--- src/rtl/core/hcb_pkg.sv ---
// Shared types and codes for the Huffman code builder.
// Used by hcb_ctrl, hcb_dp and huffman_code_builder; no dependencies.
`timescale 1ns / 1ps
package hcb_pkg;

  localparam logic [1:0] OP_COUNT = 2'd0;
  localparam logic [1:0] OP_BUILD = 2'd1;
  localparam logic [1:0] OP_READ  = 2'd2;

  localparam logic [1:0] STAT_OK    = 2'd0;
  localparam logic [1:0] STAT_EMPTY = 2'd1;
  localparam logic [1:0] STAT_SAT   = 2'd2;

  localparam int IN_W  = 16;
  localparam int OUT_W = 88;

  typedef enum logic [5:0] {
    C_NOP, C_CNT_RD, C_CNT_UPD, C_CODE_RD, C_OUT_PLAIN, C_OUT_READ,
    C_B_INIT, C_SCAN_RD, C_SCAN_LEAF,
    C_PUSH_UP, C_PUSH_E, C_PUSH_F, C_PUSH_END,
    C_MERGE_INIT, C_HEAP_RD0, C_POP_T, C_POP_TF, C_POP_L, C_POP_LF,
    C_SINK_L, C_SINK_C, C_SINK_CF, C_SINK_R, C_SINK_RF, C_SINK_CMP, C_SINK_END,
    C_POP_A, C_MERGE_NEW,
    C_WALK_INIT, C_WALK_POP, C_WALK_E, C_WALK_LEAF, C_WALK_PUSH1, C_WALK_PUSH0,
    C_B_DONE
  } cmd_t;

  typedef struct packed {
    logic out_free;
    logic scan_done;
    logic hist_hit;
    logic leaves_zero;
    logic pos_zero;
    logic push_stop;
    logic merge_go;
    logic size_one;
    logic sink_go;
    logic has_right;
    logic sink_stop;
    logic sp_zero;
    logic is_leaf;
  } sts_t;

endpackage

--- src/rtl/core/hcb_ctrl.sv ---
// Sequencer for count, read and build beats of the Huffman code builder.
// Issues one datapath command per cycle; depends on hcb_pkg.
`timescale 1ns / 1ps
module hcb_ctrl (
  input  logic          clk,
  input  logic          rst_n,
  input  logic          in_fire,
  input  logic [1:0]    in_op,
  input  hcb_pkg::sts_t sts,
  output hcb_pkg::cmd_t cmd,
  output logic          in_rdy
);
  import hcb_pkg::*;

  typedef enum logic [5:0] {
    S_IDLE, S_CNT_RD, S_CNT_UPD, S_OUT, S_RD_RD, S_RD_OUT,
    S_B_INIT, S_SCAN, S_SCAN_CHK,
    S_PUSH_CHK, S_PUSH_E, S_PUSH_F, S_PUSH_END,
    S_B_CHK, S_MERGE, S_POP_RD, S_POP_T, S_POP_TF, S_POP_L, S_POP_LF,
    S_SINK, S_SINK_C, S_SINK_CF, S_SINK_R, S_SINK_RF, S_SINK_CMP, S_SINK_END,
    S_POP_END, S_ROOT, S_WALK, S_WALK_E, S_WALK_LEAF, S_WALK_R, S_WALK_L,
    S_B_DONE
  } state_t;

  state_t state_r, state_nxt, ret_state;
  logic   pop2_r, pop2_nxt;
  logic   ret_merge_r, ret_merge_nxt;

  assign in_rdy    = (state_r == S_IDLE) && sts.out_free;
  assign ret_state = ret_merge_r ? S_MERGE : S_SCAN;

  always_comb begin
    state_nxt     = state_r;
    pop2_nxt      = pop2_r;
    ret_merge_nxt = ret_merge_r;
    cmd           = C_NOP;
    unique case (state_r)
      S_IDLE: begin
        if (in_fire) begin
          unique case (in_op)
            OP_COUNT: state_nxt = S_CNT_RD;
            OP_BUILD: state_nxt = S_B_INIT;
            OP_READ:  state_nxt = S_RD_RD;
            default:  state_nxt = S_OUT;
          endcase
        end
      end
      S_CNT_RD:  begin cmd = C_CNT_RD;    state_nxt = S_CNT_UPD; end
      S_CNT_UPD: begin cmd = C_CNT_UPD;   state_nxt = S_OUT;     end
      S_OUT:     begin cmd = C_OUT_PLAIN; state_nxt = S_IDLE;    end
      S_RD_RD:   begin cmd = C_CODE_RD;   state_nxt = S_RD_OUT;  end
      S_RD_OUT:  begin cmd = C_OUT_READ;  state_nxt = S_IDLE;    end
      S_B_INIT: begin
        cmd           = C_B_INIT;
        ret_merge_nxt = 1'b0;
        pop2_nxt      = 1'b0;
        state_nxt     = S_SCAN;
      end
      S_SCAN: begin
        cmd       = C_SCAN_RD;
        state_nxt = sts.scan_done ? S_B_CHK : S_SCAN_CHK;
      end
      S_SCAN_CHK: begin
        cmd       = C_SCAN_LEAF;
        state_nxt = sts.hist_hit ? S_PUSH_CHK : S_SCAN;
      end
      S_PUSH_CHK: begin
        cmd       = C_PUSH_UP;
        state_nxt = sts.pos_zero ? S_PUSH_END : S_PUSH_E;
      end
      S_PUSH_E: begin cmd = C_PUSH_E; state_nxt = S_PUSH_F; end
      S_PUSH_F: begin
        cmd       = C_PUSH_F;
        state_nxt = sts.push_stop ? ret_state : S_PUSH_CHK;
      end
      S_PUSH_END: begin cmd = C_PUSH_END; state_nxt = ret_state; end
      S_B_CHK: begin
        cmd       = C_MERGE_INIT;
        state_nxt = sts.leaves_zero ? S_B_DONE : S_MERGE;
      end
      S_MERGE: begin
        cmd       = C_HEAP_RD0;
        state_nxt = sts.merge_go ? S_POP_T : S_ROOT;
      end
      S_POP_RD: begin cmd = C_HEAP_RD0; state_nxt = S_POP_T; end
      S_POP_T:  begin cmd = C_POP_T;    state_nxt = S_POP_TF; end
      S_POP_TF: begin
        cmd       = C_POP_TF;
        state_nxt = sts.size_one ? S_POP_END : S_POP_L;
      end
      S_POP_L:  begin cmd = C_POP_L;  state_nxt = S_POP_LF; end
      S_POP_LF: begin cmd = C_POP_LF; state_nxt = S_SINK;   end
      S_SINK: begin
        cmd       = C_SINK_L;
        state_nxt = sts.sink_go ? S_SINK_C : S_SINK_END;
      end
      S_SINK_C: begin cmd = C_SINK_C; state_nxt = S_SINK_CF; end
      S_SINK_CF: begin
        cmd       = C_SINK_CF;
        state_nxt = sts.has_right ? S_SINK_R : S_SINK_CMP;
      end
      S_SINK_R:  begin cmd = C_SINK_R;  state_nxt = S_SINK_RF;  end
      S_SINK_RF: begin cmd = C_SINK_RF; state_nxt = S_SINK_CMP; end
      S_SINK_CMP: begin
        cmd       = C_SINK_CMP;
        state_nxt = sts.sink_stop ? S_POP_END : S_SINK;
      end
      S_SINK_END: begin cmd = C_SINK_END; state_nxt = S_POP_END; end
      S_POP_END: begin
        if (!pop2_r) begin
          cmd       = C_POP_A;
          pop2_nxt  = 1'b1;
          state_nxt = S_POP_RD;
        end else begin
          cmd           = C_MERGE_NEW;
          pop2_nxt      = 1'b0;
          ret_merge_nxt = 1'b1;
          state_nxt     = S_PUSH_CHK;
        end
      end
      S_ROOT: begin cmd = C_WALK_INIT; state_nxt = S_WALK; end
      S_WALK: begin
        if (sts.sp_zero) begin
          state_nxt = S_B_DONE;
        end else begin
          cmd       = C_WALK_POP;
          state_nxt = S_WALK_E;
        end
      end
      S_WALK_E: begin
        cmd       = C_WALK_E;
        state_nxt = sts.is_leaf ? S_WALK_LEAF : S_WALK_R;
      end
      S_WALK_LEAF: begin cmd = C_WALK_LEAF;  state_nxt = S_WALK;   end
      S_WALK_R:    begin cmd = C_WALK_PUSH1; state_nxt = S_WALK_L; end
      S_WALK_L:    begin cmd = C_WALK_PUSH0; state_nxt = S_WALK;   end
      S_B_DONE:    begin cmd = C_B_DONE;     state_nxt = S_IDLE;   end
      default:     state_nxt = S_IDLE;
    endcase
  end

  always_ff @(posedge clk) begin
    if (!rst_n) begin
      state_r     <= S_IDLE;
      pop2_r      <= 1'b0;
      ret_merge_r <= 1'b0;
    end else begin
      state_r     <= state_nxt;
      pop2_r      <= pop2_nxt;
      ret_merge_r <= ret_merge_nxt;
    end
  end

endmodule

--- config.mk ---
export PLATFORM = sky130hd
export DESIGN_NAME = hcb_ctrl
export DESIGN_NICKNAME = d
export VERILOG_FILES = /design/src/rtl/core/hcb_pkg.sv /design/src/rtl/core/hcb_ctrl.sv
export SDC_FILE = /design/constraint.sdc
export NUM_CORES = 1
export LEC_CHECK = 0
export BUFFER_PORTS_ARGS = -buffer_cell sky130_fd_sc_hd__buf_2
export CAP_MARGIN = 25
export CORE_MARGIN = 2
export CORE_UTILIZATION = 31
export CTS_CLUSTER_DIAMETER = 120
export CTS_CLUSTER_SIZE = 20
export DETAILED_ROUTE_END_ITERATION = 12
export PLACE_DENSITY = 0.55
export SYNTH_ARGS = -nofsm -noshare
export SYNTH_HDL_FRONTEND = slang
export SYNTH_SLANG_ARGS = --single-unit
--- constraint.sdc ---
create_clock -name clk -period 2 [get_ports clk]
set_input_delay 0.4 -clock clk [delete_from_list [all_inputs] [get_ports clk]]
set_output_delay 0.4 -clock clk [all_outputs]
set_load 0.05 [all_outputs]
; ---- Word-level counts from Yosys, hierarchy flattened
; Cells that the tools add are included.
[word_totals]
inputBits = 18
out_inout_bits = 7
reg_bits = 8
[classes]
reduce_logical = 7
n_eq_ne = 38
mux = 24
[ops]
columns = op, n
row1 = $pmux W6 S33, 1
row2 = $pmux W6 S30, 1
row3 = $eq A6 B5 Y1 const B, 16
row4 = $eq A6 B4 Y1 const B, 8
row5 = $mux W4, 8
row6 = $eq A6 B3 Y1 const B, 4
row7 = $mux W6, 4
row8 = $eq A6 B6 Y1 const B, 3
row9 = $eq A6 B2 Y1 const B, 2
row10 = $mux W3, 3
row11 = $pmux W3 S3, 1
row12 = $eq A6 B1 Y1 const B, 1
row13 = $logic_not A6 Y1, 1
row14 = $mux W5, 1
row15 = $ne A2 B2 Y1 const B, 2
row16 = $pmux W1 S2, 2
row17 = $mux W1, 3
row18 = $reduce_or A3 Y1, 1
row19 = $eq A2 B1 Y1 const B, 1
row20 = $eq A2 B2 Y1 const B, 1
row21 = $logic_not A2 Y1, 1
row22 = $reduce_and A2 Y1, 1
row23 = $reduce_bool A2 Y1, 1
row24 = $reduce_or A2 Y1, 1
row25 = $logic_and A1 B1 Y1, 1

; ---- Logic depth before layout (Yosys ltp)
[logic_depth]
depth_word = 4
mapped_depth = 8
mapped_depth_nobuf = 7

; ---- Least setup slack after synthesis
; No wires, ideal clock.
[synth_timing]
kind = flip-flop to output port
start = register state_r[0]
end = output cmd[3]
slack_ns = -0.542
t_arrival_ns = 2.142
stages_incl_launch_ff = 8
cell_sequence = dfxtp_1 buf_2 buf_4 nor2_1 nand2_1 a21oi_1 nor2_1 o21ai_0
[synth_between]
elab_chain_len = 3
elab_cells_between_ends = 36
[synth_lines]
columns = element, line_no
row1 = "start, declared", hcb_ctrl.sv:25  ; state_t state_r, state_nxt, ret_state;
row2 = "start signal, assigned", hcb_ctrl.sv:148  ; state_r <= state_nxt;
row3 = $eq A6 B4 Y1, hcb_ctrl.sv:37  ; unique case (state_r)
row4 = $reduce_or A2 Y1 (no line), n/a
row5 = $pmux W6 S33 (*), hcb_ctrl.sv:37
row6 = "end, declared", hcb_ctrl.sv:10  ; output hcb_pkg::cmd_t cmd,
; Mark *: on every way between the ends. The rest lies on a longest branch, timed or not.

; ---- Final worst setup path
[layout_timing]
start = register state_r[3]
end = output cmd[0]
; Same word-level chain as after synthesis.

==> reports/metrics.json <==
{
  "asyncSetResetFlopFracSynth_pct": 0,
  "critical_path_peak_fanout": 8,
  "most-common-layout-cells": "sky130_fd_sc_hd__buf_4 (30), sky130_fd_sc_hd__nor2_1 (18), sky130_fd_sc_hd__buf_2 (18), sky130_fd_sc_hd__nand2_1 (17), sky130_fd_sc_hd__a21oi_1 (12)",
  "avgRoutedWirePerCell_um": 16.2,
  "grt_start_max_net_pins": 27,
  "maxCapViolations": 0,
  "detailedPlacementHpwl_um": 3530,
  "fmaxAchievable_mhz": 477,
  "num-fill-cells": 448,
  "syn-cell-area_um2": 1360,
  "layout-drive-gt1-share_pct": 38.4,
  "numnets_final": 259,
  "drt-pass1-iter-count": 4,
  "critical_path_s_top_delay_family": "buffers and inverters",
  "vias": 1657,
  "synth_warnings": 0,
  "start_kind": "register",
  "first_global_vias": 1614,
  "gr-usage-all-layers_pct": 19.1,
  "worst_slew_pin_slew_ns": 0.399,
  "timing.critical_path.mode_cell": "sky130_fd_sc_hd__buf_4",
  "final_core_utilization_pct": 44.1,
  "crit_cells": 7,
  "dominant_register_cell_in_the_synthesized_netlist": "sky130_fd_sc_hd__dfxtp_1",
  "gr-total-overflow": 0,
  "slew-limit-headroom_pct": 73.4,
  "clock_buffer_count_from_cts": 3,
  "powerDensity_nw_per_um2": 1140,
  "slew_violations": 0,
  "tritoncts": "built",
  "drc": 0,
  "min_path_type": "in -> reg",
  "failed_checks": "negative setup slack",
  "cellLeakagePower_nw": 0.720,
  "postLayoutSetupSlackWorst_ns": -0.0943,
  "drt_wl_total_um": 4680,
  "ctsLongestPathBuffers": 2,
  "crit_path_max_incr_delay_ns": 0.40,
  "dieArea_um2": 4950,
  "diodes": 0,
  "period_share_pct": 105,
  "die-height_um": 70.3,
  "gp_congestion": 0.863,
  "port-buffer-count": 24,
  "cts.sinks": 8,
  "clk_transition_reported_paths_ns": 0.05,
  "fraction_of_the_yosys_area_taken_by_sequential_cells_pct": 11.7,
  "clock_tree.root_cell": "sky130_fd_sc_hd__clkbuf_8",
  "crit_path_cell_trace": "buf_4 > nor3_1 > buf_4 > a21oi_1 > o21ai_0 > or3_4 > buf_6",
  "fp.dieW_um": 70.3,
  "start_util_pct": 31.8,
  "syn_to_final_growth_pct": 38.9,
  "synth_edf_count": 0,
  "critPathKind": "reg -> out",
  "regToRegSetupSlack_ns": 0.19,
  "cp_num_buf_inv": 3,
  "number_of_i_o_pins": 25,
  "yosys_register_bits": 8,
  "layout.cells.most_common": "sky130_fd_sc_hd__buf_4",
  "unrepaired_setup_endpoints_after_global_routing": "yes",
  "setup_viol_count_final": 2,
  "yosysUniqueCellTypes": 51,
  "endpoint": "cmd[0]",
  "syn_avg_cell_area_um2": 6.99,
  "timing.final.crit_period_ns": 2.09,
  "drtIter0Drc": 150,
  "critical_path.startpoint": "state_r[3]$_SDFFE_PN0P_",
  "critical-path-slowest-cell": "sky130_fd_sc_hd__dfxtp_2",
  "reg2reg_depth": 7,
  "fin_skew_ns": 0.00486,
  "grt_pass1_wl_um": 7740,
  "clkLatencyLatePin_ns": 0.24,
  "post_synth_inst_count": 195,
  "initial_antenna_violation_count": 0,
  "final_antenna_net_count": 0,
  "htree_levels": 1,
  "required_ns": 1.60,
  "detail_route.vias_per_cell": 5.73,
  "hold_violations": 0,
  "row_count": 24,
  "status": "complete, but fails checks",
  "finalHoldWorstSlack_ns": 0.445,
  "mappedNetlistNets": 215,
  "design.core.area_um2": 4290,
  "timing.critical_path.arrival_ns": 1.69,
  "r2r-end": "state_r[3]$_SDFFE_PN0P_",
  "setup_crit_end_kind": "primary output",
  "vdd_ir_drop_max_v": 0.000376,
  "reg2reg_from": "state_r[4]$_SDFFE_PN0P_"
}
flip-flops by register name, summed over array words and instances, names as in the netlist:
signal and flops:
state_r 6, ret_merge_r 1, pop2_r 1
repair_timing:
| action | CTS | global route |
|---|---|---|
| buffers inserted | 0 | 0 |
| pin swaps | 1 | 1 |
| hold buffers | 0 | 0 |
| cloned | 0 | 2 |
| setup endpoints to repair | 5 | 6 |
| resized for setup | 17 | 14 |
metrics by stage:
step | std cells | total power, mW | area, µm² | setup slack, ns | TNS, ns
5_1_grt | 289 | 2.28 | 1890 | -0.188 | -0.267
6_report | 289 | 2.16 | 1890 | -0.0943 | -0.141
2_1_floorplan | 195 | 1.25 | 1390 | -0.163 | -0.163
3_5_place_dp | 284 | 1.68 | 1710 | 0.0585 | 0
4_1_cts | 287 | 1.98 | 1810 | -0.0875 | -0.105
3_3_place_gp | 284 | 1.67 | 1710 | 0.0333 | 0
report_power, final:
part,internal [mW],switching (mW),leakage [nW]
Combinational,0.773,0.925,0.631
Sequential,0.200,0.0447,0.0672
Clock,0.132,0.0811,0.0216
cells in the mapped netlist, types with 2 or more instances:
| master | instances | share of area [%] |
|---|---|---|
| sky130_fd_sc_hd__nor2_1 | 20 | 5.5 |
| sky130_fd_sc_hd__nand2_1 | 17 | 4.7 |
| sky130_fd_sc_hd__a21oi_1 | 13 | 4.8 |
| sky130_fd_sc_hd__o21ai_0 | 13 | 4.8 |
| sky130_fd_sc_hd__nand2b_1 | 9 | 4.1 |
| sky130_fd_sc_hd__dfxtp_1 | 8 | 12 |
| sky130_fd_sc_hd__a31oi_1 | 7 | 3.2 |
| sky130_fd_sc_hd__buf_2 | 7 | 2.6 |
| sky130_fd_sc_hd__nand4_1 | 7 | 3.2 |
| sky130_fd_sc_hd__nor2b_1 | 7 | 3.2 |
| sky130_fd_sc_hd__and3_1 | 6 | 2.8 |
| sky130_fd_sc_hd__buf_4 | 6 | 3.3 |
| sky130_fd_sc_hd__inv_1 | 6 | 1.7 |
| sky130_fd_sc_hd__nor3_1 | 6 | 2.2 |
| sky130_fd_sc_hd__buf_6 | 5 | 4.1 |
| sky130_fd_sc_hd__and2b_1 | 4 | 2.2 |
| sky130_fd_sc_hd__o22ai_1 | 4 | 1.8 |
| sky130_fd_sc_hd__mux2i_1 | 3 | 2.2 |
| sky130_fd_sc_hd__nor2_2 | 3 | 1.4 |
| sky130_fd_sc_hd__nor4_1 | 3 | 1.4 |
| sky130_fd_sc_hd__a22oi_1 | 2 | 1.1 |
| sky130_fd_sc_hd__a2bb2oi_1 | 2 | 1.3 |
| sky130_fd_sc_hd__a41oi_1 | 2 | 1.3 |
| sky130_fd_sc_hd__a41oi_2 | 2 | 2.4 |
| sky130_fd_sc_hd__and2_1 | 2 | 0.92 |
| sky130_fd_sc_hd__ha_1 | 2 | 1.8 |
| sky130_fd_sc_hd__nand3_1 | 2 | 0.73 |
| sky130_fd_sc_hd__nand4b_1 | 2 | 1.3 |
| sky130_fd_sc_hd__o21ai_1 | 2 | 0.73 |
| sky130_fd_sc_hd__o31ai_1 | 2 | 1.1 |
how the worst min path moves through the flow:
stage | cells past startpoint | endpoint | start
after detailed placement | 2 | ret_merge_r$_SDFFE_PN0P_ | ret_merge_r$_SDFFE_PN0P_
after global routing | 2 | pop2_r$_SDFFE_PN0P_ | rst_n
final | 2 | ret_merge_r$_SDFFE_PN0P_ | rst_n
after floorplan | 2 | ret_merge_r$_SDFFE_PN0P_ | ret_merge_r$_SDFFE_PN0P_
after CTS | 2 | pop2_r$_SDFFE_PN0P_ | rst_n
after global placement | 2 | ret_merge_r$_SDFFE_PN0P_ | ret_merge_r$_SDFFE_PN0P_
cell type report:
class                           count  area [µm²]  area share [%]
Tap cell                           52        65.1            3.43
Clock buffer                        3        41.3            2.18
Inverter                            6        22.5            1.19
Timing Repair Buffer               57         470            24.8
Multi-Input combinational cell    163        1120            59.4
Sequential cell                     8         170            8.98
metal layers:
layer	routed length, µm	global-route usage (%)	up-vias
li1	-	-	818
met1	2080	26.4	771
met2	2310	32.3	64
met3	264	1.73	4
met4	34	3.63	0
met5	0	0	-
kinds of logic after synthesis:
family,after synthesis,synth area share (%)
muxes,3,2.20
xor gates and xnor gates,1,0.642
adders and majority gates,2,1.83
DFF,8,11.7
buffers and inverters,24,11.7
and+or+nand+nor,94,38.3
AOI/OAI and AO/OA,63,33.7
Note: power is estimated with default switching activity, not from simulation.
